**src/rtl/core/adp_pkg.sv**
```systemverilog
package adp_pkg;

  localparam int STEP_W = 21;
  localparam int MEM_W  = 96;

  localparam logic [31:0] BETA_ONE_RST  = 32'd3865470566;
  localparam logic [31:0] BETA_TWO_RST  = 32'd4290672329;
  localparam logic [31:0] LR_RST        = 32'd4294967;
  localparam logic [STEP_W-1:0] STEP_RST = 21'd1;
  localparam logic [31:0] BIAS_ONE_RST  = 32'd429496730;
  localparam logic [31:0] BIAS_TWO_RST  = 32'd4294967;
  localparam logic [32:0] ONE_Q32       = 33'h1_0000_0000;
  localparam logic [63:0] EPS_Q32       = 64'd43;
  localparam logic [40:0] UPDATE_CAP    = 41'h100_0000_0000;

  typedef enum logic [1:0] {
    REG_BETA_ONE    = 2'd0,
    REG_BETA_TWO    = 2'd1,
    REG_STEP_SIZE   = 2'd2,
    REG_STEP_NUMBER = 2'd3
  } cfg_reg_t;

  typedef struct packed {
    logic [31:0] beta_one;
    logic [31:0] beta_two;
    logic [31:0] step_size;
    logic [31:0] bias_one;
    logic [31:0] bias_two;
    logic        busy;
  } adp_cfg_t;

  typedef struct packed {
    logic [31:0] weight;
    logic [31:0] gradient;
    logic        last;
  } adp_item_t;

endpackage

```
**src/rtl/core/adp_front.sv**
```systemverilog
module adp_front import adp_pkg::*; #(
  parameter int LAYERS   = 8,
  parameter int ELEMENTS = 1024,
  localparam int DEPTH   = LAYERS * ELEMENTS,
  localparam int AW      = (DEPTH > 1) ? $clog2(DEPTH) : 1
) (
  input  logic          clk,
  input  logic          rst,
  input  logic          clearing,
  input  logic          s_axis_tvalid,
  output logic          s_axis_tready,
  input  logic [79:0]   s_axis_tdata,
  input  logic          s_axis_tlast,
  output logic          head_valid,
  output adp_item_t     head_item,
  output logic [AW-1:0] head_addr,
  input  logic          pop
);

  localparam int LW  = (LAYERS > 1) ? $clog2(LAYERS) : 1;
  localparam int QD  = 4;
  localparam int QAW = $clog2(QD);

  logic [26:0]    lrem, erem1, erem2;
  logic           s1_valid;
  logic [LW-1:0]  s1_layer;
  logic [9:0]     s1_elem;
  adp_item_t      s1_item;
  logic [AW-1:0]  addr;
  adp_item_t      q_item [QD];
  logic [AW-1:0]  q_addr [QD];
  logic [QAW-1:0] wr_ptr, rd_ptr;
  logic [QAW:0]   count;
  logic           accept, push;

  assign s_axis_tready = !clearing && ((4'(count) + 4'(s1_valid)) < 4'(QD));
  assign accept        = s_axis_tvalid && s_axis_tready;
  assign push          = s1_valid;

  always_comb begin
    lrem  = {24'b0, s_axis_tdata[2:0]};
    erem1 = {17'b0, s_axis_tdata[12:3]};
    for (int k = 2; k >= 0; k--) begin
      if (lrem >= (27'(LAYERS) << k)) lrem = lrem - (27'(LAYERS) << k);
    end
    for (int k = 9; k >= 5; k--) begin
      if (erem1 >= (27'(ELEMENTS) << k)) erem1 = erem1 - (27'(ELEMENTS) << k);
    end
  end

  always_comb begin
    erem2 = {17'b0, s1_elem};
    for (int k = 4; k >= 0; k--) begin
      if (erem2 >= (27'(ELEMENTS) << k)) erem2 = erem2 - (27'(ELEMENTS) << k);
    end
    addr = AW'(s1_layer) * AW'(ELEMENTS) + AW'(erem2);
  end

  always_ff @(posedge clk) begin
    s1_layer         <= lrem[LW-1:0];
    s1_elem          <= erem1[9:0];
    s1_item.weight   <= s_axis_tdata[44:13];
    s1_item.gradient <= s_axis_tdata[76:45];
    s1_item.last     <= s_axis_tlast;
    if (push) begin
      q_item[wr_ptr] <= s1_item;
      q_addr[wr_ptr] <= addr;
    end
  end

  always_ff @(posedge clk) begin
    if (rst) begin
      s1_valid <= 1'b0;
      wr_ptr   <= '0;
      rd_ptr   <= '0;
      count    <= '0;
    end else begin
      s1_valid <= accept;
      if (push) wr_ptr <= wr_ptr + 1'b1;
      if (pop) rd_ptr <= rd_ptr + 1'b1;
      count <= count + (QAW+1)'(push) - (QAW+1)'(pop);
    end
  end

  assign head_valid = (count != '0);
  assign head_item  = q_item[rd_ptr];
  assign head_addr  = q_addr[rd_ptr];

`ifndef SYNTHESIS
  a_queue_room: assert property (@(posedge clk) disable iff (rst)
    (push && !pop) |-> (count < (QAW+1)'(QD)))
    else $error("queue overflow");
`endif

endmodule

```
**config.mk**
```make
export PLATFORM = sky130hd
export DESIGN_NAME = adp_front
export DESIGN_NICKNAME = d
export VERILOG_FILES = /design/src/rtl/core/adp_pkg.sv /design/src/rtl/core/adp_front.sv
export SDC_FILE = /design/constraint.sdc
export NUM_CORES = 1
export LEC_CHECK = 0
export BUFFER_PORTS_ARGS = -buffer_cell sky130_fd_sc_hd__buf_2
export CAP_MARGIN = 20
export CORE_ASPECT_RATIO = 0.7
export CORE_MARGIN = 2
export CORE_UTILIZATION = 40
export CTS_BUF_LIST = sky130_fd_sc_hd__clkbuf_4
export CTS_CLUSTER_SIZE = 28
export DETAILED_ROUTE_END_ITERATION = 8
export GPL_TIMING_DRIVEN = 0
export SKIP_LAST_GASP = 1
export SLEW_MARGIN = 25
export SYNTH_ARGS = -nofsm -noshare
export SYNTH_HDL_FRONTEND = slang
export SYNTH_SLANG_ARGS = --single-unit
```
**constraint.sdc**
```tcl
create_clock -name clk -period 3.8 [get_ports clk]
set_clock_uncertainty 0.2 [all_clocks]
set_input_delay 0.38 -clock clk [delete_from_list [all_inputs] [get_ports clk]]
set_output_delay 0.38 -clock clk [all_outputs]
set_load 0.05 [all_outputs]
```
# After elaboration in Yosys (flattened, before gate mapping)
# Memory sizes are Yosys's and may differ from the RTL's. A register that Yosys moved wholly into a read port is not among the register bits.
# Index checks and enable logic that the tools add are counted.
# word_totals
mem_bits_rw,312
elab_cells,28
ff_bits,86
n_memories,2
out_inout_bits,80
# memory_table
name,words,width,read_ports,rd_ports_with_merged_regs,wr,line_no,text
q_item,4,65,1,1,1,adp_front.sv:30,adp_item_t q_item [QD];
q_addr,4,13,1,1,1,adp_front.sv:31,logic [AW-1:0] q_addr [QD];
# classes
add_sub_neg,6
mux,6
n_lt_le_gt_ge,1
n_reduce_logical,4
# ops
operator,count
13-bit by 10-bit adder with 13-bit output,1
2-bit 2-to-1 mux,4
2-bit by 1-bit adder with 2-bit output (second input constant),2
3-bit by 1-bit adder with 4-bit output,1
4-bit by 3-bit less-than comparator with 1-bit output (second input constant),1
3-bit by 1-bit adder with 3-bit output,1
3-bit nonzero test,1
3-bit by 1-bit subtractor with 3-bit output,1
1-bit logical AND,2
1-bit 2-to-1 mux,2
1-bit zero test,1

# Logic depth before layout (Yosys ltp)
# depth
depth_word,4
ltp_mapped,9
depth_no_buf,8

# Worst setup path after synthesis
# OpenSTA, ideal clock, no wires.
# synth_timing
path_kind,reg2reg
start,reg wr_ptr[0]
end,mem q_addr[0][0] (netlist name) (enable)
arrival_time_ns,2.361
synth_period_minus_slack_ns,3.006
path_stages_with_launch,4
slack_ns,0.794
path_buffers,0
path_cell_list,dfxtp_1 -> inv_1 -> ha_1 -> and2_1
# synth_lines
element,line_no,text
"start, declared",adp_front.sv:32,"logic [QAW-1:0] wr_ptr, rd_ptr;"
"start signal, assigned",adp_front.sv:79,if (push) wr_ptr <= wr_ptr + 1'b1;
"end, declared",adp_front.sv:31,
# Straight into the memory's write port.

==> impl_metrics.toml <==
[sta]
post-route-period-util = 0.810
final_hold_viol_count = 0
setup_violations = 0
maxClockFrequency_mhz = 325
final-max-slew-violation-count = 0
sum_of_negative_setup_slack_ns = 0
rsz0062_at_grt = "false"
worstMarginPinSlew_ns = 0.689
timing.slew.headroom = 0.541
period_needed_ns = 3.08

[setup_path]
max_stage_delay_ns = 0.37
r2r_setup_slack_ns = 1.75
critPathMaxFanout = 10
path_common_cell = "buf_2"
crit-reg2reg-launch = "wr_ptr[0]"
critical_path.slowest_cell = "mux4_2"
path_buf_inv = 4
crit_family = "buffers and inverters"
end_of_the_worst_register_to_register_path = "q_item[0][57]"
required_ns = 3.22
timing.critical_path.depth = 5
worstSetupStartpointType = "register"
crit_chain = "buf_2 > buf_2 > buf_2 > mux4_2 > buf_2"
worstRegToRegCells = 4
critical_path_class = "reg2out"
crit_path_end_kind = "primary output"
critical_path_data_arrival_time_ns = 2.50

[cts]
clkSinkCount = 400
insertion_delay_ns = 0.73
tritoncts_buffers = 92
ctsRootBufferMaster = "clkbuf_4"
post_cts.resized_instances = 0
cts_max_level = 3
cts.clk_slew.worst_paths_ns = 0.07
tritoncts_clock_tree = "done"
clockBufferDepth = 3

[power]
pwr-share-clk = 0.365
p_sw_frac = 0.248
p_sw_w = 0.00235
ir_drop_mv = 0.353
power.static_leakage_nw = 6.21
comb_power_share = 0.117
pwr-share-seq = 0.518
power_report.internal_total_w = 0.00712
cellPowerDensity_nw_per_um2 = 543

[finish]
syn_to_final_growth_pct = 30.8
post_route_cells_drive_above_1_share = 0.411
insertedDiodeCount = 0
filler_cell_count = 2551
sequential_cell_area_sq_um = 11100
final_nets = 1027
layout.cells.non_filler = 1440
multi_input_comb_area_sq_um = 2030

[min_path]
timing.hold.worst_path_depth = 2
hold_path.class = "in2reg"
hp-start = "s_axis_tdata[28]"
min_to = "s1_item[48]"

[status]
run_status = "complete, no violations"

[floorplan]
die_w_microns = 222
starting_density = 0.409
core_area_sq_um = 32600
ioPinCount = 166
fp.dieH_microns = 157
row_count = 55
total_die_area_sq_um = 34800

[grt]
globalRouteOverflowTotal = 0
via_count_of_the_first_global_routing_pass = 7446
antenna_found_initial = 0
grt_pass1_wl_microns = 39600
grt_start_max_net_pins = 42
gr-usage-all-layers = 0.151

[synthesis]
ys.warnings.count = 0
post_synth_num_cell_types = 24
syn_area_sq_um = 13300
synth.top_cell.area_share = 0.703
netlist_instances = 537
syn-mean-instance-area_sq_um = 24.8
post_synth_main_area_contributors = "edfxtp_1 (70%), dfxtp_1 (13%), mux4_2 (13%)"
netlist.top_cell.by_area = "edfxtp_1"
ys_seq_elements = 400
synth.yosys.seq_area_share = 0.835
syn_nets = 631

[placement]
place_inst = 1132
placement.io_buffers = 161
dpl.hpwl_microns = 15000
gp_congestion = 0.719

[route]
post_drt_via_cell_ratio = 4.65
routedWlPerCell_microns = 17.6
detail_route.first_pass.iterations = 4
wirelength_microns = 25300
drt_first_iter_violations = 366
postRouteAntennaNets = 0
remaining_drc_errors = 0
dr_total_vias = 6702

[flow_run]
max_cap_viol_count = 0
==> power by group through the flow <==
stage,sequential (W),combinational (W),clock [W]
2_1_floorplan,0.00498,0.000761,0
3_3_place_gp,0.00500,0.000992,0
3_5_place_dp,0.00500,0.00101,0
4_1_cts,0.00490,0.00112,0.00359
5_1_grt,0.00492,0.00117,0.00382
6_report,0.00490,0.00110,0.00346
==> worst max-delay path by stage <==
stage | endpoint | slack, ns
2_1_floorplan | q_addr[0][0] | 0.79
3_3_place_gp | q_addr[1][4] | -0.68
3_5_place_dp | head_addr[9] | 1.40
4_1_cts | head_addr[9] | 0.53
5_1_grt | head_addr[9] | 0.49
6_report | head_item[57] | 0.72
==> metrics by stage <==
step	util	setup WS (ns)	power, W	hold WS, ns	instance area (sq um)
finish	0.535	0.723	0.00947	0.108	17400
global route	0.535	0.491	0.00990	0.0106	17400
CTS	0.535	0.532	0.00961	0.000347	17400
detailed placement	0.455	1.40	0.00601	0.259	14800
global placement	0.451	-0.684	0.00599	0.245	14700
floorplan	-	0.794	0.00574	0.208	13300
==> flip-flops by register name, summed over array words and instances, names as in the netlist, named ones only <==
signal / count
push: 1
q_addr: 52
wr_ptr: 2
rd_ptr: 2
s1_elem: 10
s1_item: 65
s1_layer: 3
count: 3
q_item: 260
==> cell families after synthesis <==
kind of cell / count (synthesis) / synth area share
buffers and inverters: 26 / 0.0134
AO/OA/AOI/OAI: 2 / 0.000939
flip-flops: 400 / 0.835
AND/OR/NAND/NOR: 18 / 0.00704
multiplexers: 79 / 0.133
XOR/XNOR: 4 / 0.00263
adder cells (fa/ha/maj): 8 / 0.00807
==> layout by cell type (no fill, tap or decap), types with 2 or more instances in the layout <==
cell	instances
inv_2	2
ha_1	7
clkbuf_1	6
dlygate4sd3_1	134
and2_4	4
buf_2	166
clkinv_2	2
clkinv_4	2
clkbuf_4	144
buf_12	9
inv_1	6
buf_4	5
edfxtp_1	312
clkinv_1	22
nor2_1	8
xnor2_1	3
dfxtp_1	88
mux4_2	78
bufinv_16	2
==> cell usage after synthesis (all sizes together) <==
library cell,count
nor2,8
or3,1
mux4,78
edfxtp,312
and2,4
xnor2,3
and4,1
a211oi,1
inv,6
buf,14
clkbuf,6
mux2i,1
xor2,1
ha,7
fa,1
dfxtp,88
nand2,1
nor4b,1
nor2b,1
a21oi,1
nor3,1
==> per-layer routing <==
| metal | vias to the layer above | wire length [microns] | track usage |
|---|---|---|---|
| met5 | - | 0 | 0 |
| met4 | 0 | 453 | 0.0592 |
| met3 | 44 | 1460 | 0.0466 |
| met2 | 203 | 12900 | 0.256 |
| met1 | 3391 | 10500 | 0.182 |
| li1 | 3064 | - | - |
==> timing repair <==
action                    in CTS  in global routing
hold buffers                 134                  0
hold endpoints to repair      88                  0
buffers inserted               0                  0
==> final cells by class <==
class                           count  share of cell area
Sequential cell                   400               0.639
Buffer                             20             0.00898
Multi-Input combinational cell    111               0.116
Timing Repair Buffer              302               0.132
Inverter                            6             0.00129
Tap cell                          427              0.0307
Clock buffer                      144              0.0620
Clock inverter                     30              0.0102
Note: power is estimated with default switching activity, not from simulation.
